## config.mk

```make
export PLATFORM = sky130hd
export DESIGN_NAME = lpht_queue
export DESIGN_NICKNAME = d
export VERILOG_FILES = /design/src/lpht_pkg.sv /design/src/lpht_queue.sv
export SDC_FILE = /design/constraint.sdc
export NUM_CORES = 1
export LEC_CHECK = 0
export ABC_AREA = 1
export BUFFER_PORTS_ARGS = -buffer_cell sky130_fd_sc_hd__buf_2
export CAP_MARGIN = 0
export CORE_MARGIN = 2
export CORE_UTILIZATION = 25
export CTS_BUF_LIST = sky130_fd_sc_hd__clkbuf_4 sky130_fd_sc_hd__clkbuf_8
export DETAILED_ROUTE_END_ITERATION = 16
export GPL_ROUTABILITY_DRIVEN = 0
export PLACE_DENSITY_LB_ADDON = 0.3
export REMOVE_ABC_BUFFERS = 1
export SYNTH_ARGS = -nofsm -noshare
export SYNTH_HDL_FRONTEND = slang
export SYNTH_SLANG_ARGS = --single-unit
export TNS_END_PERCENT = 10
```

## constraint.sdc

```tcl
create_clock -name clock -period 13.9 [get_ports clock]
set_input_delay 4.17 -clock clock [delete_from_list [all_inputs] [get_ports clock]]
set_output_delay 4.17 -clock clock [all_outputs]
set_load 0.005 [all_outputs]
```

## src/lpht_pkg.sv

```systemverilog
// ----------------------------------------------------------------------------
// lpht_pkg
// Shared types and constants of the linear probing hash table.
// ----------------------------------------------------------------------------
`default_nettype none
package lpht_pkg;
   localparam int TABLE_DEPTH = 256;
   localparam int IDX_W       = $clog2(TABLE_DEPTH);
   localparam int KEY_BYTES   = 8;
   localparam int KEY_W       = 8 * KEY_BYTES;
   localparam int LEN_W       = 4;
   localparam int VALUE_W     = 32;
   localparam int COUNT_W     = 9;
   localparam logic [31:0] HASH_INIT = 32'd5381;
   localparam int HASH_SHIFT  = 5;

   localparam logic [1:0] MODE_INSERT = 2'd0;
   localparam logic [1:0] MODE_LOOKUP = 2'd1;
   localparam logic [1:0] MODE_DELETE = 2'd2;

   localparam logic [1:0] ST_OK        = 2'd0;
   localparam logic [1:0] ST_NOT_FOUND = 2'd1;
   localparam logic [1:0] ST_DUP       = 2'd2;
   localparam logic [1:0] ST_FULL      = 2'd3;

   // one classified transaction waiting for the probe engine
   typedef struct packed {
      logic [1:0]         mode;
      logic [KEY_W-1:0]   key;
      logic [LEN_W-1:0]   len;
      logic [VALUE_W-1:0] value;
      logic               overwrite;
      logic [IDX_W-1:0]   home;
   } op_type;
endpackage
`default_nettype wire

```

## src/lpht_queue.sv

```systemverilog
// ----------------------------------------------------------------------------
// lpht_queue
// Two-entry queue between the hashing front and the probe engine.
// ----------------------------------------------------------------------------
`default_nettype none
module lpht_queue (
   input  wire               clock,
   input  wire               reset,
   input  wire               push,
   input  lpht_pkg::op_type  push_op,
   output logic              full,
   input  wire               pop,
   output logic              not_empty,
   output lpht_pkg::op_type  head_op
);
   lpht_pkg::op_type entry_ff [2];
   logic             wr_ptr_ff, rd_ptr_ff;
   logic [1:0]       count_ff;

   always_ff @(posedge clock) begin
      if (reset) begin
         wr_ptr_ff <= 1'b0;
         rd_ptr_ff <= 1'b0;
         count_ff  <= 2'd0;
      end else begin
         if (push) wr_ptr_ff <= ~wr_ptr_ff;
         if (pop)  rd_ptr_ff <= ~rd_ptr_ff;
         count_ff <= count_ff + {1'b0, push} - {1'b0, pop};
      end
      if (push) entry_ff[wr_ptr_ff] <= push_op;
   end

   assign full      = (count_ff == 2'd2);
   assign not_empty = (count_ff != 2'd0);
   assign head_op   = entry_ff[rd_ptr_ff];

   a_no_overflow:  assert property (@(posedge clock) disable iff (reset) push |-> !full)
      else $error("queue overflow");
   a_no_underflow: assert property (@(posedge clock) disable iff (reset) pop |-> not_empty)
      else $error("queue underflow");
   a_count_range:  assert property (@(posedge clock) disable iff (reset) count_ff != 2'd3)
      else $error("queue count out of range");
endmodule
`default_nettype wire

```

Word-level counts from Yosys, hierarchy flattened
Memory sizes are Yosys's and may differ from the RTL's. A register that Yosys moved wholly into a read port is not among the register bits.
Cells that the tools add are included.
Widths: inputs -> output; s select.

word-level totals
  output and inout bits = 113
  register bits after elaboration = 4
  memories kept = 1
  bits in latches = 0
  bits in read-only memories = 0
  word-level logic and storage cells = 14
  RAM bits = 222

operators by class
  shift operators = 0
  equal/unequal tests = 1
  multiply operators = 0
  multiplexer cells = 4
  bitwise logic cells = 2
  divide/modulo/power cells = 0
  reductions and logical operators = 1
  magnitude comparators = 0
  add/subtract/negate cells = 2

memory list
  name      depth  width  rd ports  clocked after Yosys merged registers in  wr ports  line              source
  entry_ff  2      111    1         1                                        1         lpht_queue.sv:16  lpht_pkg::op_type entry_ff [2];

operator list
  operator            number
  $mux 1              4
  $add 2x1->2         1
  $eq 2x2->1 const B  1
  $not 1->1           2
  $reduce_bool 2->1   1
  $sub 2x1->2         1

Depth between registers and ports, before layout
Gate-level depths: netlist of run 1.

  depth in word-level cells = 3
  gate-level depth with buffers = 9
  depth with buffers taken out = 9

Worst setup path before layout of run 1
No wires, ideal clock.

  kind = input port to flip-flop
  start = input push
  end = memory entry_ff[0][0] (netlist bit), enable pin
  cell stages on the path = 2
  arrival = 8855 ps
  setup slack = 4460 ps
  cell sequence = inv_1 nor2_1

on the way
  word-level cells in the longest chain between the ends = 2

ends and longest elaborated chain
  what                          line              source
  start, declared               lpht_queue.sv:9   input wire push,
  $mux 1                        lpht_queue.sv:30  if (push) entry_ff[wr_ptr_ff] <= push_op;
  $mux 1 (not written as such)  lpht_queue.sv:30
  end, declared                 lpht_queue.sv:16

Every way passes these cells.

==> flow_summary.ini, run 1 <==
[routing]
drt_iter0_markers = 158
wirelength_um = 17800
via_per_inst = 3.93
firstDrtPassIters = 4
wl_per_cell_um = 16.1
vias = 4339
drcViolationCount = 0
postRouteAntennaNets = 0

[cts]
clockBufferDepth = 3
cts_root_buffer = clkbuf_8
cts_tree = done
insertion_delay_ns = 0.51
cts_setup_buffers = 0
path_clk_slew_ns = 0.06
htreeDepth = 2
postCtsHoldBufs = 0
cts_resized = 0
cts.sinks = 227
numCtsBuffers = 39

[placed_design]
dp_cells = 1037
hpwl_um = 11000
pre_cts_ws_ns = 7.35
portBuffers = 227
postPlaceCellArea_um2 = 9870

[final_layout]
fin_nets = 753
drive_above_1_share_pct = 60.8
fill_cells = 3296
multiInputGateArea_um2 = 1350
synthToLayoutAreaGrowth_pct = 28.4
final_cell_mix = buf_2 (227), edfxtp_1 (222), mux2_2 (111)
fin_cells = 1104
seq_area_um2 = 6770
fin_area_um2 = 10600
layout_commonest_cell = buf_2

[power]
p_leak_nw = 3.93
p_per_area_nw_per_um2 = 143
ir_drop_uv = 63.7

[critical_path]
endpoint_kind = primary output
cp-start-kind = flip-flop
crit_slowest_cell = buf_4
reg2reg_to = entry_ff[1][103]
worst-setup-path-type = flip-flop to primary output
critPathMaxStageDelay_ns = 0.83
r2r_slack_ns = 11.62
worstPathArrival_ns = 2.80
worstPathMaxFanout = 72
ff2ff_path_depth = 3
r2r_start = wr_ptr_ff
required_ns = 9.73
path_cells = buf_4 > mux2_2 > buf_2

[die]
ioPinCount = 228
die_w_um = 186
fp.dieArea_um2 = 34500
fp.dieH_um = 186
initial_core_util_pct = 25.4
coreArea_um2 = 32500
rows = 66

[min_path]
min_path_cells = 2
min_path_type = flip-flop to flip-flop
worstHoldStart = rd_ptr_ff

[sta]
rsz0062_at_grt = false
finClkSkew_ns = 0.0131
slew_violations = 0
tns_ns = 0
hold_ws_ns = 0.523
finalSetupViolCount = 0
period_share_pct = 50.2
hold_viol_final = 0
final.setup.worst_slack_ns = 6.93
worstMarginPinSlew_ns = 1.03
slew-limit-headroom_pct = 31.3
max_freq_ghz = 0.143
post-route-min-period_ns = 6.97

[synthesis]
ys_seq_area_share_pct = 81.9
synth_cell_types = 13
yosysWarnings = 0
netlist_area_um2 = 8260
syn_inst = 376
ys_seq_elements = 227
avgSynthCellArea_um2 = 22.0

[global_routing]
grt_max_degree = 73
gr-total-overflow = 0
grt_pass1_wl_um = 25700
grtUsageTotal_pct = 10.0
grt_antenna_before_repair = 4
grt_pass1_vias = 4600

[job]
max_cap_violations = 0

[status]
run_status = finished clean
==> logic make-up after synthesis <==
logic type	count (synthesis)	share of synthesized area, %
AO/OA/AOI/OAI	1	0.0605
XOR/XNOR	1	0.106
adder cells (fa/ha/maj)	2	0.303
buffers and inverters	20	1.85
flip-flops	227	81.9
multiplexers	111	15.1
AND/OR/NAND/NOR	14	0.666
==> per-layer routing <==
layer / part of all wire (%) / vias to the layer above / GRT usage, %
met4: 2.2 / 2 / 3.62
met3: 9.7 / 41 / 4.99
met1: 40 / 2122 / 11.3
met5: 0.067 / - / 0
met2: 48 / 167 / 16.3
li1: - / 2007 / -
==> power breakdown <==
group | total [mW] | internal, mW | switching, mW
clock network | 0.573 | 0.319 | 0.254
logic | 0.136 | 0.0700 | 0.0665
registers | 0.806 | 0.794 | 0.0125
==> worst max path at each step <==
stage               cells past startpoint              to  startpoint
floorplan                               2  entry_ff[0][0]        push
global placement                        3    head_op[100]   flip-flop
detailed placement                      3     head_op[41]   flip-flop
CTS                                     3     head_op[41]   flip-flop
global route                            3    head_op[100]   flip-flop
finish                                  3     head_op[84]   flip-flop
==> cell type report <==
| type | instances | area share, % |
|---|---|---|
| multi-input cells | 129 | 12.7 |
| diodes | 1 | 0.0236 |
| repair buffers | 231 | 11.0 |
| flip-flops and latches | 227 | 63.8 |
| clock inverters | 14 | 0.790 |
| inverters | 8 | 0.307 |
| well taps | 442 | 5.21 |
| clock buffers | 52 | 6.10 |
==> per-stage QoR <==
| stage | util [%] | power (mW) |
|---|---|---|
| detailed placement | 30.3 | 0.962 |
| global route | 32.6 | 1.60 |
| CTS | 32.6 | 1.55 |
| global placement | 30.3 | 0.959 |
| floorplan | - | 0.892 |
| finish | 32.6 | 1.52 |
==> worst max-delay path: cells and delay by family, from the launching register on <==
family | cells | cell delay, ns
multiplexers | 1 | 0.45
flip-flops | 1 | 0.72
buffers and inverters | 2 | 0.97
==> state kept, by name (all words and copies together), names as in the netlist, named ones only <==
| signal | cells |
|---|---|
| entry_ff | 222 |
| wr_ptr_ff | 1 |
| count_ff | 2 |
| rd_ptr_ff | 1 |
==> cells in the mapped netlist (all sizes together) <==
master  instances  share of area, %
nor2            7              0.32
buf            12               1.5
inv             8              0.36
ha              2              0.30
edfxtp        222                81
dfxtp           5               1.2
nand3           1             0.061
xnor2           1              0.11
nand2           5              0.23
a21oi           1             0.061
mux2          111                15
nor3            1             0.061
No activity file was read; power rests on OpenSTA's default activity.
==> inputs of run 2 (changes only) <==
clock period = 5.7 ns   (was 13.9 ns; I/O delays follow)
==> flow_summary.ini, run 2 (synthesized netlist as in run 1, its figures left out) <==
[power]
power.switching_mw = 0.799
pwr-share-seq_pct = 52.3
internal_power_mw = 2.96
p_leak_nw = 3.96
ir_drop_uv = 219
combPwrFrac_pct = 8.9
p_total_mw = 3.76
p_per_area_nw_per_um2 = 351
clkPwrFrac_pct = 38.8
sw_frac_of_total_pct = 21.3

[die]
fp.dieH_um = 186
initial_core_util_pct = 25.4
rows = 66
die_w_um = 186
ioPinCount = 228
coreArea_um2 = 32500
fp.dieArea_um2 = 34500

[final_layout]
layout_commonest_cell = buf_2
synthToLayoutAreaGrowth_pct = 29.4
reg_top3 = entry_ff x222, count_ff x2
fill_cells = 3225
fin_nets = 754
largest_register_ffs = 222
final_cell_mix = buf_2 (227), edfxtp_1 (222), mux2_2 (111)
fin_cells = 1108
drive_above_1_share_pct = 60.9
regMostFlops = entry_ff

[global_routing]
gr-total-overflow = 0
grt_antenna_before_repair = 2
grt_pass1_wl_um = 24800
grtUsageTotal_pct = 9.53
grt_pass1_vias = 4421
grt_max_degree = 75

[placed_design]
pre_cts_ws_ns = 2.16
dp_cells = 1037
hpwl_um = 10900
portBuffers = 227

[critical_path]
r2r_start = wr_ptr_ff
ff2ff_path_depth = 3
required_ns = 3.99
r2r_slack_ns = 3.90
cp-start-kind = flip-flop
worstPathArrival_ns = 2.31
endpoint_kind = primary output
reg2reg_to = entry_ff[1][67]
worstPathMaxFanout = 67
worst-setup-path-type = flip-flop to primary output

[cts]
cts_tree = done
insertion_delay_ns = 0.51
numCtsBuffers = 40
htreeDepth = 2
cts_root_buffer = clkbuf_8
path_clk_slew_ns = 0.05
postCtsHoldBufs = 0
clockBufferDepth = 3
cts.sinks = 227
cts_setup_buffers = 0
cts_resized = 0

[min_path]
min_path_cells = 2
min_path_type = flip-flop to flip-flop
worstHoldStart = rd_ptr_ff

[routing]
postRouteAntennaNets = 0
drt_iter0_markers = 142
wl_met1_um = 7060
wl_met3_um = 1590
routed.top_layer = met4
drcViolationCount = 0
firstDrtPassIters = 4
wirelength_um = 17100
via_per_inst = 3.87
wl_met2_um = 8050
vias = 4291
wl_per_cell_um = 15.5

[sta]
slew-limit-headroom_pct = 49.0
final.setup.worst_slack_ns = 1.68
hold_viol_final = 0
rsz0062_at_grt = false
period_share_pct = 70.6
slew_violations = 0
post-route-min-period_ns = 4.02
worstMarginPinSlew_ns = 0.764
finalSetupViolCount = 0
max_freq_ghz = 0.248
finClkSkew_ns = 0.0145

[job]
max_cap_violations = 0

[status]
run_status = finished clean
## run 2: cell types whose count changed in the layout (fill, tap and decap cells not counted)
cell / change
buf_4: -3
clkinv_2: -3
buf_12: +3
bufinv_16: +1
diode_2: +2
clkbuf_4: +4
## run 2: area by class of cell
type / count / area (µm²) / area share (%)
antenna: 3 / 7.51 / 0.0702
clock inverter: 12 / 98.8 / 0.924
inverter: 8 / 32.5 / 0.304
timing repair buffer: 231 / 1200 / 11.3
tap: 442 / 553 / 5.17
multi-input combinational: 129 / 1350 / 12.6
sequential: 227 / 6770 / 63.3
clock buffer: 56 / 677 / 6.33
## run 2: metal layers
metal / vias up / track usage (%)
li1: 2011 / -
met1: 2074 / 11.1
met2: 172 / 15.5
met3: 34 / 4.11
met4: 0 / 3.65
met5: - / 0
## run 2: worst max path at each step
| stage | slack (ns) | to | cells past startpoint | startpoint |
|---|---|---|---|---|
| floorplan | -1.28 | entry_ff[0][0] | 2 | push |
| global placement | 2.16 | head_op[84] | 3 | flip-flop |
| detailed placement | 2.16 | head_op[56] | 3 | flip-flop |
| CTS | 1.59 | head_op[84] | 3 | flip-flop |
| global route | 1.51 | head_op[84] | 3 | flip-flop |
| finish | 1.68 | head_op[84] | 3 | flip-flop |
## run 2: power by group through the flow
stage	combinational [mW]	sequential, mW	clock, mW
floorplan	0.163	2.01	0
global placement	0.339	2.00	0
detailed placement	0.343	2.00	0
CTS	0.346	1.97	1.53
global route	0.370	1.97	1.60
finish	0.333	1.97	1.46
## run 2: critical path, stage by stage (launching register included)
cell and delay, ns:
dfxtp_4 0.75, buf_12 0.38, mux2_2 0.41, buf_2 0.13
## run 2: through the flow
stage	setup TNS [ns]	hold WS, ns	area (µm²)	utilization (%)
CTS	0	0.522	10700	32.8
global route	0	0.561	10700	32.8
floorplan	-142.06	0.480	8140	-
detailed placement	0	0.503	9910	30.5
global placement	0	0.501	9910	30.5
finish	0	0.526	10700	32.9
==> inputs of run 3 (changes only) <==
clock period = 3.5 ns   (was 5.7 ns; I/O delays follow)
==> flow_summary.ini, run 3 (synthesized netlist as in run 1, its figures left out) <==
[status]
run_status = finished clean

[critical_path]
worst-path-buf-inv = 2
cp-start-kind = flip-flop
endpoint_kind = primary output
crit_family = flip-flops
crit_slowest_cell = dfxtp_4
worstPathArrival_ns = 2.06
worst-setup-path-type = flip-flop to primary output
path_cells = buf_12 > mux2_2 > buf_2
critPathMaxStageDelay_ns = 0.65
ff2ff_path_depth = 3
crit_cells = 3
worstPathMaxFanout = 41
required_ns = 2.45

[cts]
cts_resized = 0
postCtsHoldBufs = 0
insertion_delay_ns = 0.52
clockBufferDepth = 3
htreeDepth = 2
cts_root_buffer = clkbuf_8
cts.sinks = 227
cts_setup_buffers = 0
path_clk_slew_ns = 0.05
numCtsBuffers = 41
cts_tree = done

[global_routing]
grt_pass1_wl_um = 25400
gr-total-overflow = 0
grt_max_degree = 63
grt.busiest_layer = met2
grt_antenna_before_repair = 2
met2_usage_pct = 15.8
grt_pass1_vias = 4593
use_met1_pct = 11.2
gr-usage-met3_pct = 3.91
grtUsageTotal_pct = 9.67

[die]
die_w_um = 186
ioPinCount = 228
initial_core_util_pct = 25.4
fp.dieH_um = 186
coreArea_um2 = 32500
rows = 66
fp.dieArea_um2 = 34500

[sta]
hold_ws_ns = 0.531
max_freq_ghz = 0.322
finClkSkew_ns = 0.0133
worstMarginPinSlew_ns = 0.516
post-route-min-period_ns = 3.11
rsz0062_at_grt = false
final.setup.worst_slack_ns = 0.394
slew_violations = 0
period_share_pct = 88.7
finalSetupViolCount = 0
hold_viol_final = 0
tns_ns = 0
slew-limit-headroom_pct = 65.6

[placed_design]
hpwl_um = 10900
dp_cells = 1039
pre_cts_ws_ns = 0.887
portBuffers = 227
postPlaceCellArea_um2 = 9960

[final_layout]
fin_cells = 1116
layout_commonest_cell = buf_2
regMostFlops = entry_ff
fin_nets = 757
reg_top3 = entry_ff x222, count_ff x2
seq_area_um2 = 6770
synthToLayoutAreaGrowth_pct = 30.6
fill_cells = 3258
largest_register_ffs = 222
multiInputGateArea_um2 = 1350
utilization_pct = 33.2
drive_above_1_share_pct = 60.9
fin_area_um2 = 10800
final_cell_mix = buf_2 (227), edfxtp_1 (222), mux2_2 (111)

[job]
max_cap_violations = 0

[routing]
drt_iter0_markers = 113
firstDrtPassIters = 4
wl_per_cell_um = 15.4
wirelength_um = 17100
via_per_inst = 3.90
drcViolationCount = 0
postRouteAntennaNets = 0
vias = 4348

[power]
pwr-share-seq_pct = 51.4
p_total_mw = 6.21
sw_frac_of_total_pct = 21.7
power.switching_mw = 1.35
ir_drop_uv = 308
internal_power_mw = 4.86
combPwrFrac_pct = 9.0
p_leak_nw = 4.00
clkPwrFrac_pct = 39.5
p_per_area_nw_per_um2 = 576

[min_path]
min_path_cells = 2
min_path_type = flip-flop to flip-flop
[run 3: worst reg2reg max path, delay by kind of cell (launching register included)]
family                 cells  cell delay [ns]
buffers and inverters      2             0.71
flip-flops                 1             0.38
AND/OR/NAND/NOR            1             0.11
[run 3: power groups by stage]
stage / clock [mW] / sequential [mW] / combinational (mW)
after floorplan: 0 / 3.28 / 0.266
after global placement: 0 / 3.25 / 0.573
after detailed placement: 0 / 3.25 / 0.576
after CTS: 2.56 / 3.20 / 0.579
after global routing: 2.68 / 3.21 / 0.623
final: 2.45 / 3.19 / 0.561
[run 3: final timing paths]
check                          to  slack (ns)      start
hold / removal          flip-flop        0.53  rd_ptr_ff
setup reg to reg  entry_ff[1][78]        1.91  wr_ptr_ff
setup / recovery       head_op[9]        0.39  flip-flop
hold reg to reg         flip-flop        0.53  rd_ptr_ff
[run 3: final cells by class]
type	instances	area share [%]
multi-input cells	129	12.5
well taps	442	5.13
repair buffers	233	11.6
diodes	2	0.0464
clock inverters	18	1.19
flip-flops and latches	227	62.8
inverters	8	0.302
clock buffers	57	6.40
[run 3: layer usage]
layer / share of wire (%) / vias to the layer above
li1: - / 2020
met1: 41 / 2113
met2: 48 / 177
met3: 8.6 / 38
met4: 3.2 / 0
met5: 0 / -
