`src/lpht_pkg.sv`:
```
// ----------------------------------------------------------------------------
// lpht_pkg
// Shared types and constants of the linear probing hash table.
// ----------------------------------------------------------------------------
`default_nettype none
package lpht_pkg;
   localparam int TABLE_DEPTH = 256;
   localparam int IDX_W       = $clog2(TABLE_DEPTH);
   localparam int KEY_BYTES   = 8;
   localparam int KEY_W       = 8 * KEY_BYTES;
   localparam int LEN_W       = 4;
   localparam int VALUE_W     = 32;
   localparam int COUNT_W     = 9;
   localparam logic [31:0] HASH_INIT = 32'd5381;
   localparam int HASH_SHIFT  = 5;

   localparam logic [1:0] MODE_INSERT = 2'd0;
   localparam logic [1:0] MODE_LOOKUP = 2'd1;
   localparam logic [1:0] MODE_DELETE = 2'd2;

   localparam logic [1:0] ST_OK        = 2'd0;
   localparam logic [1:0] ST_NOT_FOUND = 2'd1;
   localparam logic [1:0] ST_DUP       = 2'd2;
   localparam logic [1:0] ST_FULL      = 2'd3;

   // one classified transaction waiting for the probe engine
   typedef struct packed {
      logic [1:0]         mode;
      logic [KEY_W-1:0]   key;
      logic [LEN_W-1:0]   len;
      logic [VALUE_W-1:0] value;
      logic               overwrite;
      logic [IDX_W-1:0]   home;
   } op_type;
endpackage
`default_nettype wire

```
`src/lpht_front.sv`:
```
// ----------------------------------------------------------------------------
// lpht_front
// Accepts a transaction, clamps and masks the key, hashes one byte a cycle.
// ----------------------------------------------------------------------------
`default_nettype none
module lpht_front (
   input  wire                              clock,
   input  wire                              reset,
   input  wire                              start,
   output logic                             busy,
   input  wire  [1:0]                       req_mode,
   input  wire  [lpht_pkg::KEY_W-1:0]       req_key_bytes,
   input  wire  [lpht_pkg::LEN_W-1:0]       req_key_length,
   input  wire  [lpht_pkg::VALUE_W-1:0]     req_value_in,
   input  wire                              req_allow_overwrite,
   output logic                             push,
   output lpht_pkg::op_type                 push_op,
   input  wire                              q_full
);
   typedef enum logic [1:0] {F_IDLE, F_HASH, F_PUSH} fstate_type;

   fstate_type                 state_ff, state_in;
   lpht_pkg::op_type           op_ff, op_in;
   logic [31:0]                hash_ff, hash_in;
   logic [lpht_pkg::LEN_W-1:0] cnt_ff, cnt_in;
   logic [lpht_pkg::LEN_W-1:0] len_c;
   logic [lpht_pkg::KEY_W-1:0] key_c;
   logic [7:0]                 byte_c;

   always_comb begin
      len_c = (req_key_length > lpht_pkg::LEN_W'(lpht_pkg::KEY_BYTES)) ?
              lpht_pkg::LEN_W'(lpht_pkg::KEY_BYTES) : req_key_length;
      for (int i = 0; i < lpht_pkg::KEY_BYTES; i++) begin
         key_c[8*i +: 8] = (lpht_pkg::LEN_W'(i) < len_c) ? req_key_bytes[8*i +: 8] : 8'd0;
      end
      byte_c = op_ff.key[{cnt_ff[2:0], 3'b000} +: 8];
   end

   always_comb begin
      state_in = state_ff;
      op_in    = op_ff;
      hash_in  = hash_ff;
      cnt_in   = cnt_ff;
      push     = 1'b0;
      case (state_ff)
         F_IDLE: begin
            if (start) begin
               op_in.mode      = req_mode;
               op_in.key       = key_c;
               op_in.len       = len_c;
               op_in.value     = req_value_in;
               op_in.overwrite = req_allow_overwrite;
               hash_in         = lpht_pkg::HASH_INIT;
               cnt_in          = '0;
               state_in        = F_HASH;
            end
         end
         F_HASH: begin
            if (cnt_ff == op_ff.len) begin
               op_in.home = hash_ff[lpht_pkg::IDX_W-1:0];
               state_in   = F_PUSH;
            end else begin
               hash_in = (hash_ff << lpht_pkg::HASH_SHIFT) + hash_ff + {24'd0, byte_c};
               cnt_in  = cnt_ff + 1'b1;
            end
         end
         F_PUSH: begin
            if (!q_full) begin
               push     = 1'b1;
               state_in = F_IDLE;
            end
         end
         default: state_in = F_IDLE;
      endcase
   end

   always_ff @(posedge clock) begin
      if (reset) begin
         state_ff <= F_IDLE;
      end else begin
         state_ff <= state_in;
      end
      op_ff   <= op_in;
      hash_ff <= hash_in;
      cnt_ff  <= cnt_in;
   end

   assign busy    = (state_ff != F_IDLE);
   assign push_op = op_ff;
endmodule
`default_nettype wire

```
`config.mk`:
```
export PLATFORM = sky130hd
export DESIGN_NAME = lpht_front
export DESIGN_NICKNAME = d
export VERILOG_FILES = /design/src/lpht_pkg.sv /design/src/lpht_front.sv
export SDC_FILE = /design/constraint.sdc
export NUM_CORES = 1
export LEC_CHECK = 0
export CAP_MARGIN = 20
export CORE_MARGIN = 2
export CORE_UTILIZATION = 55
export CTS_BUF_LIST = sky130_fd_sc_hd__clkbuf_8
export DETAILED_ROUTE_END_ITERATION = 8
export DONT_BUFFER_PORTS = 1
export PLACE_DENSITY_LB_ADDON = 0.1
export SLEW_MARGIN = 0
export SYNTH_ARGS = -nofsm -noshare
export SYNTH_HDL_FRONTEND = slang
export SYNTH_SLANG_ARGS = --single-unit
```
`constraint.sdc`:
```
create_clock -name clock -period 8.1 [get_ports clock]
set_clock_uncertainty 0.05 [all_clocks]
set_input_delay 0.81 -clock clock [delete_from_list [all_inputs] [get_ports clock]]
set_output_delay 0.81 -clock clock [all_outputs]
set_load 0.05 [all_outputs]
```
Yosys cells after proc, flatten, opt, wreduce, memory -nomap -nowiden
Cells that the tools add are included.
{ "word_totals": {"ff_bits": 149, "wordCells": 56} }
{ "op_classes": {"add_sub_neg": 3, "magnitude_cmp": 9, "eq_ne": 7, "shifts": 1, "muxes": 13, "reduce_logical": 7} }
{ "ops": {"columns": ["operator", "n"], "rows": [
  ["2-to-1 mux 32 bit", 2],
  ["one-hot mux 32 bit (2 select lines)", 1],
  ["indexed part select 64 x 7 -> 8 bit", 1],
  ["adder 32 bit", 1],
  ["adder 32 x 8 -> 32 bit", 1],
  ["less-than comparator 3 x 4 -> 1 bit (first input constant)", 4],
  ["2-to-1 mux 4 bit", 3],
  ["less-than comparator 1 x 4 -> 1 bit (first input constant)", 2],
  ["less-than comparator 2 x 4 -> 1 bit (first input constant)", 2],
  ["inequality test 2 bit (second input constant)", 4],
  ["one-hot mux 4 bit (2 select lines)", 1],
  ["2-to-1 mux 2 bit", 3],
  ["one-hot mux 2 bit (3 select lines)", 1],
  ["AND reduction 3 bit", 2],
  ["adder 4 x 1 -> 4 bit (second input constant)", 1],
  ["equality test 4 bit", 1],
  ["greater-than comparator 4 bit (second input constant)", 1],
  ["AND reduction 2 bit", 2],
  ["nonzero test 2 bit", 2],
  ["equality test 2 x 1 -> 1 bit (second input constant)", 1],
  ["equality test 2 bit (second input constant)", 1],
  ["logical NOT 2 bit", 1],
  ["2-to-1 mux 1 bit", 2]
]} }

Logic depth before layout (Yosys ltp)
Gate-level depths: netlist of the first run.
{ "logic_depth": {"word_depth": 4, "mapped_depth": 12} }

Worst setup path after synthesis of the first run
Ideal clock, no wire load.
{ "synth_timing": {"path_type": "input to register", "start": "input port start", "end": "register cnt_ff[0] in the netlist's numbering, enable pin", "setup_time_ns": 0.352, "t_arrival_ns": 5.555, "required_time_ns": 7.698, "setup_slack_ns": 2.143, "stages": 3, "cell_sequence": "inv_1 nor2_1 a21o_1"} }
{ "synth_via": {"elab_chain_len": 2} }
{ "synth_lines": {"columns": ["element", "line", "text"], "rows": [
  ["start: declaration", "lpht_front.sv:9", "input wire start,"],
  ["inequality test 2 bit (no line)", null, null],
  ["AND reduction 3 bit (no line)", null, null],
  ["end signal: assignment", "lpht_front.sv:85", "cnt_ff <= cnt_in;"],
  ["end: declaration", "lpht_front.sv:25", "logic [lpht_pkg::LEN_W-1:0] cnt_ff, cnt_in;"]
]} }
Every way passes these cells.
A chain may end at the register's enable or synchronous reset.

Worst setup path after layout of the first run
{ "layout_timing": {"start": "register cnt_ff[0] in the netlist's numbering", "end": "register hash_ff[7], data pin"} }
{ "layout_via": {"elab_chain_len": 4} }
{ "layout_lines": {"columns": ["element", "line", "text"], "rows": [
  ["indexed part select 64 x 7 -> 8 bit", "lpht_front.sv:36", "byte_c = op_ff.key[{cnt_ff[2:0], 3'b000} +: 8];"],
  ["adder 32 x 8 -> 32 bit", "lpht_front.sv:63", "hash_in = (hash_ff << lpht_pkg::HASH_SHIFT) + hash_ff + {24'd0, byte_c};"],
  ["2-to-1 mux 32 bit", "lpht_front.sv:59", "if (cnt_ff == op_ff.len) begin"],
  ["one-hot mux 32 bit (2 select lines)", "lpht_front.sv:45", "case (state_ff)"],
  ["end signal: assignment", "lpht_front.sv:84", "hash_ff <= hash_in;"],
  ["end: declaration", "lpht_front.sv:24", "logic [31:0] hash_ff, hash_in;"]
]} }
Every way passes these cells. The select of a mux whose other input is x is not followed.

==> results.json, run 1 <==
{
  "peakVddDrop_uv": 158,
  "leakage_uw": 0.00202,
  "cts-hold-fix-buffers": 0,
  "place_area_um2": 5430,
  "routed-wl-met3_um": 1270,
  "crit_fanout": 10,
  "grt_pass1_wl_um": 15900,
  "setup_violations": 0,
  "vias": 2663,
  "hold_path_depth": 0,
  "tns_ns": 0,
  "synth_area_leaders": "edfxtp_1 70%, nor2b_1 6.2%, mux4_2 5.1%",
  "cts_htree_levels": 4,
  "initial_core_util": 0.567,
  "die_w_um": 102,
  "slew_violations": 0,
  "clk_latency_ns": 0.43,
  "relSlewSlack": 0.280,
  "worstPathRequired_ns": 8.22,
  "timing.fmax_ghz": 0.262,
  "synth_flop_cell": "edfxtp_1",
  "cts_tree": "yes",
  "yosysUniqueCellTypes": 34,
  "die-height_um": 102,
  "whs_endpoint": "push_op[5]",
  "wl_met2_um": 6150,
  "m1WireLength_um": 3810,
  "grt_pass1_vias": 2682,
  "p_per_area_nw_per_um2": 314,
  "routed_wl_um": 11400,
  "cts_max_path_buffers": 2,
  "worstHoldStart": "hash_ff[5]",
  "crit_arrival_ns": 3.94,
  "rrSetupSlack_ns": 4.28,
  "drc": 0,
  "rsz0062_at_grt": "false",
  "grt_max_degree": 86,
  "yosysWarnings": 0,
  "tightest_slew_ns": 1.07,
  "viasPerCell": 5.76,
  "register_area_um2": 3730,
  "ant_nets": 0,
  "synthesis.instances": 307,
  "synth_edf_count": 123,
  "row_count": 35,
  "r2r-start": "cnt_ff[0]",
  "finalHoldViolations": 0,
  "post_cts_resized": 0,
  "syn_avg_cell_area_um2": 17.2,
  "detail_route.first_pass.iterations": 4,
  "overflow": 0,
  "end_kind": "register",
  "path_class": "register to register",
  "synth.top_cell.area_share": 0.701,
  "gp_congestion": 0.859,
  "fillCellCount": 719,
  "top_layer": "met5",
  "cp-start-kind": "register",
  "place.port_buffers": 0,
  "ys_ff_latch": 125,
  "fin_nets": 442,
  "root_buffer": "clkbuf_8",
  "cts.sinks": 125,
  "area_growth_pct": 10.1,
  "avgRoutedWirePerCell_um": 24.7,
  "ios": 220,
  "drive_gt1_frac": 0.174,
  "multiInputGateArea_um2": 1480,
  "cap_violations": 0,
  "antenna_found_initial": 1,
  "drt_iter0_markers": 99,
  "core_area_um2": 9280,
  "period_minus_slack_ns": 3.82,
  "period_share": 0.472,
  "clk_pin_slew_ns": 0.08,
  "diodes": 0,
  "numCtsBuffers": 17,
  "post-cts-setup-buffers": 0,
  "syn-cell-area_um2": 5270,
  "synth_nets": 429,
  "dieArea_um2": 10400,
  "place_hpwl_um": 8360,
  "synth_common_cells": "123 x edfxtp_1, 52 x nor2b_1, 18 x and2_1",
  "rr_worst_depth": 11,
  "synth_top_area_cell": "edfxtp_1",
  "seq_area_frac_synth": 0.709,
  "grtUsageTotal": 0.224,
  "synthMostInstantiatedCell": "edfxtp_1",
  "hold_path.class": "register to register",
  "finalInstanceArea_um2": 5800,
  "rr_endpoint": "hash_ff[7]",
  "status": "complete, no violations",
  "async_flop_share": 0
}
## power by group
part | total [µW] | internal (µW) | switching [µW]
Sequential | 999 | 800 | 199
Combinational | 312 | 152 | 159
Clock | 510 | 247 | 263
Total | 1820 | 1200 | 621
## area by class of cell
| class | count | area share |
|---|---|---|
| inverter | 7 | 0.00453 |
| sequential | 125 | 0.644 |
| clock buffer | 17 | 0.0403 |
| tap | 129 | 0.0278 |
| clock inverter | 15 | 0.0237 |
| timing repair buffer | 4 | 0.00518 |
| multi-input combinational | 165 | 0.255 |
## per-stage QoR
stage / power (µW) / hold WS (ns) / setup WS (ns) / cells / utilization
2_1_floorplan: 1250 / 0.376 / 2.14 / 307 / -
3_3_place_gp: 1320 / 0.394 / 4.23 / 430 / 0.585
3_5_place_dp: 1330 / 0.386 / 4.25 / 430 / 0.585
4_1_cts: 1840 / 0.370 / 4.24 / 462 / 0.625
5_1_grt: 1900 / 0.369 / 3.94 / 462 / 0.625
6_report: 1820 / 0.394 / 4.28 / 462 / 0.625
## how the worst max path moves through the flow
stage              start         end  slack, ns
2_1_floorplan      start   cnt_ff[0]       2.14
3_3_place_gp   cnt_ff[0]  hash_ff[7]       4.23
3_5_place_dp   cnt_ff[0]  hash_ff[7]       4.25
4_1_cts        cnt_ff[0]  hash_ff[7]       4.24
5_1_grt        cnt_ff[0]  hash_ff[7]       3.94
6_report       cnt_ff[0]  hash_ff[7]       4.28
## layout by cell type, fill, tap and decap left out, types with 3 or more instances in the layout
cell type,synthesis,layout
a211oi_1,3,3
fa_1,3,3
ha_1,12,12
mux2_2,6,6
nand2b_1,3,3
mux4_1,4,4
mux4_2,12,12
inv_1,7,8
a21oi_1,3,3
nor2_1,12,11
a31oi_1,3,3
and2_1,18,18
xnor2_1,10,10
clkinvlp_4,0,4
nor2b_1,52,52
nand2_1,3,3
edfxtp_1,123,123
inv_6,0,5
buf_4,1,4
a21o_1,4,4
clkbuf_8,0,17
## metal layers
metal,up-vias,GRT usage
met5,-,0
met4,2,0.0841
met3,13,0.121
met2,154,0.386
met1,1318,0.229
li1,1176,-
## sequential cells by signal (all words and copies together) (netlist names)
name	cells
push_op	111
hash_ff	8
cnt_ff	4
state_ff	2
## critical path: stages, from the launching register on
cell      delay [ns]
edfxtp_1        0.69
buf_4           0.32
mux4_2          0.51
mux2_2          0.27
ha_1            0.27
ha_1            0.23
fa_1            0.43
a211oi_1        0.31
o21bai_1        0.12
a21oi_1         0.18
xnor2_1         0.13
nor2_1          0.05
## logic make-up (layout without fill, tap and decap cells)
family,count (synthesis),in the layout,synth area share
compound gates,16,16,0.0197
simple gates,98,98,0.109
flops,125,125,0.709
buf+inv,17,43,0.0145
fa+ha+maj,15,15,0.0399
xor+xnor,12,12,0.0200
mux,24,24,0.0879
No activity file was read; power rests on OpenSTA's default activity.
==> run 2: changes to the inputs <==
- clock period: 8.1 -> 3.16 ns (I/O delays scaled with it)
==> run 2 against run 1 <==
  * The run now ends with setup timing left
  * Hold slack lost 0.37 ns
  * Largest cell class unchanged
  * Global-route usage grew 3.3 points
  * Maximum frequency grew 21%
  * Total power grew to 2.7 times the previous value
  * Final area grew 17%
  * Highest routed layer is now met4
  * Critical path depth is the same
  * Utilization grew 10 points
  * Via count grew 16%
  * Sequential share of layout area shrank 9.2 points
==> results.json, run 2 (synthesis gave the netlist of run 1 again) <==
{
  "gp_congestion": 0.883,
  "whs_endpoint": "state_ff[1]",
  "cp_top_family": "adder cells",
  "crit_fanout": 10,
  "vias": 3083,
  "routed_wl_um": 13000,
  "drc": 0,
  "p_sw_frac": 0.342,
  "period_share": 1.00,
  "drt_iter0_markers": 146,
  "peakVddDrop_uv": 420,
  "largest_reg_flops": 111,
  "leakage_uw": 0.00252,
  "mostFrequentLayoutCells": "123 x edfxtp_1, 71 x buf_4, 52 x nor2b_1",
  "cts_max_path_buffers": 2,
  "fillCellCount": 608,
  "slowest_delay_ns": 0.51,
  "slew_violations": 0,
  "register_area_um2": 3730,
  "place_hpwl_um": 9010,
  "fin_nets": 550,
  "die_w_um": 102,
  "setup_violations": 1,
  "grt_pass1_wl_um": 18800,
  "root_buffer": "clkbuf_8",
  "overflow": 0,
  "timing.fmax_ghz": 0.316,
  "cts.sinks": 125,
  "rr_endpoint": "hash_ff[7]",
  "drive_gt1_frac": 0.302,
  "p_per_area_nw_per_um2": 719,
  "initial_core_util": 0.567,
  "worst_slack_ns": -0.00578,
  "row_count": 35,
  "critPathBufInv": 1,
  "r2r-start": "cnt_ff[0]",
  "tns_ns": -0.00578,
  "core_area_um2": 9280,
  "cts_htree_levels": 4,
  "ant_nets": 0,
  "grt_pass1_vias": 3218,
  "grt_max_degree": 67,
  "numCtsBuffers": 17,
  "antenna_found_initial": 3,
  "worstPathRequired_ns": 3.26,
  "rsz0062_at_grt": "true",
  "final_common_cell": "edfxtp_1",
  "period_minus_slack_ns": 3.17,
  "viasPerCell": 5.38,
  "relSlewSlack": 0.412,
  "switchingPower_uw": 1670,
  "power.internal_uw": 3200,
  "avgRoutedWirePerCell_um": 22.8,
  "tightest_slew_ns": 0.878,
  "place.port_buffers": 0,
  "ios": 220,
  "area_growth_pct": 28.5,
  "pwr-share-comb": 0.269,
  "power_frac_clock": 0.253,
  "hold_path.class": "primary input to register",
  "status": "complete, but fails checks",
  "seqPwrFrac": 0.478,
  "cts_tree": "yes",
  "slowest_stage": "mux4_2",
  "die-height_um": 102,
  "hold_path_depth": 2,
  "detail_route.first_pass.iterations": 4,
  "cp-start-kind": "register",
  "dieArea_um2": 10400,
  "finalHoldViolations": 0,
  "grtUsageTotal": 0.257,
  "clk_pin_slew_ns": 0.08,
  "multiInputGateArea_um2": 1520,
  "worstHoldStart": "q_full",
  "crit_arrival_ns": 3.27,
  "path_class": "register to register",
  "place_ws_ns": -0.00517,
  "clk_latency_ns": 0.42,
  "end_kind": "register",
  "cap_violations": 0,
  "violations": "setup timing",
  "worstPathCellList": "buf_12 -> mux4_2 -> mux2_2 -> ha_1 -> ha_2 -> fa_2 -> a211oi_2 -> o21bai_1 -> a21oi_1 -> xnor2_1 -> nor2_1",
  "rrSetupSlack_ns": -0.006,
  "rr_worst_depth": 11
}
## run 2: worst max path at each step
stage	start	endpoint	slack [ns]	cells past startpoint
3_3_place_gp	cnt_ff[0]	hash_ff[7]	0.006	11
3_5_place_dp	cnt_ff[0]	hash_ff[7]	-0.005	11
4_1_cts	cnt_ff[0]	hash_ff[6]	-0.007	10
5_1_grt	cnt_ff[0]	hash_ff[7]	-0.14	11
2_1_floorplan	cnt_ff[0]	hash_ff[6]	0.007	11
6_report	cnt_ff[0]	hash_ff[7]	-0.006	11
## run 2: through the flow
stage	cells	utilization	hold slack [ns]	cell area [µm²]	power, µW
2_1_floorplan	307	-	0.338	5300	3220
3_5_place_dp	496	0.643	0.341	5970	3560
5_1_grt	573	0.729	0.00406	6770	5080
4_1_cts	568	0.723	0.00599	6710	4830
3_3_place_gp	496	0.643	0.338	5970	3550
6_report	573	0.729	0.0229	6770	4870
## run 2: worst reg2reg max path: cells and delay by family, from the launching register on
kind / cells / cell delay [ns]
adder cells (fa/ha/maj): 3 / 0.85
multiplexers: 2 / 0.78
AO/OA/AOI/OAI: 3 / 0.47
flip-flops: 1 / 0.40
buffers and inverters: 1 / 0.16
XOR/XNOR: 1 / 0.14
AND/OR/NAND/NOR: 1 / 0.05
## run 2: per-layer routing
layer,routed length (µm),global-route usage,share of wire,vias up
li1,-,-,-,1399
met1,4770,0.294,0.37,1512
met2,7050,0.452,0.54,155
met3,981,0.0985,0.075,17
met4,235,0.0718,0.018,0
met5,0,0,0,-
## run 2: cell type report
class | count | area share
antenna | 3 | 0.00111
clock buffer | 17 | 0.0346
clock inverter | 15 | 0.0170
inverter | 7 | 0.00388
multi-input combinational | 165 | 0.224
sequential | 125 | 0.552
tap | 129 | 0.0238
timing repair buffer | 112 | 0.144
## run 2: what timing repair did
action / 4_1_cts / 5_1_grt
gates resized for setup: 0 / 4
buffers inserted: 3 / 2
hold endpoints to repair: 38 / 0
hold buffers: 37 / 0
gates cloned: 0 / 0
setup endpoints to repair: 2 / 2
pin swaps: 0 / 1
## run 2: power by group through the flow
| stage | Clock (µW) | Combinational, µW | Sequential [µW] |
|---|---|---|---|
| after floorplan | 0 | 708 | 2520 |
| after global placement | 0 | 1190 | 2360 |
| after detailed placement | 0 | 1190 | 2360 |
| after CTS | 1260 | 1240 | 2330 |
| after global routing | 1320 | 1420 | 2340 |
| final | 1230 | 1310 | 2330 |
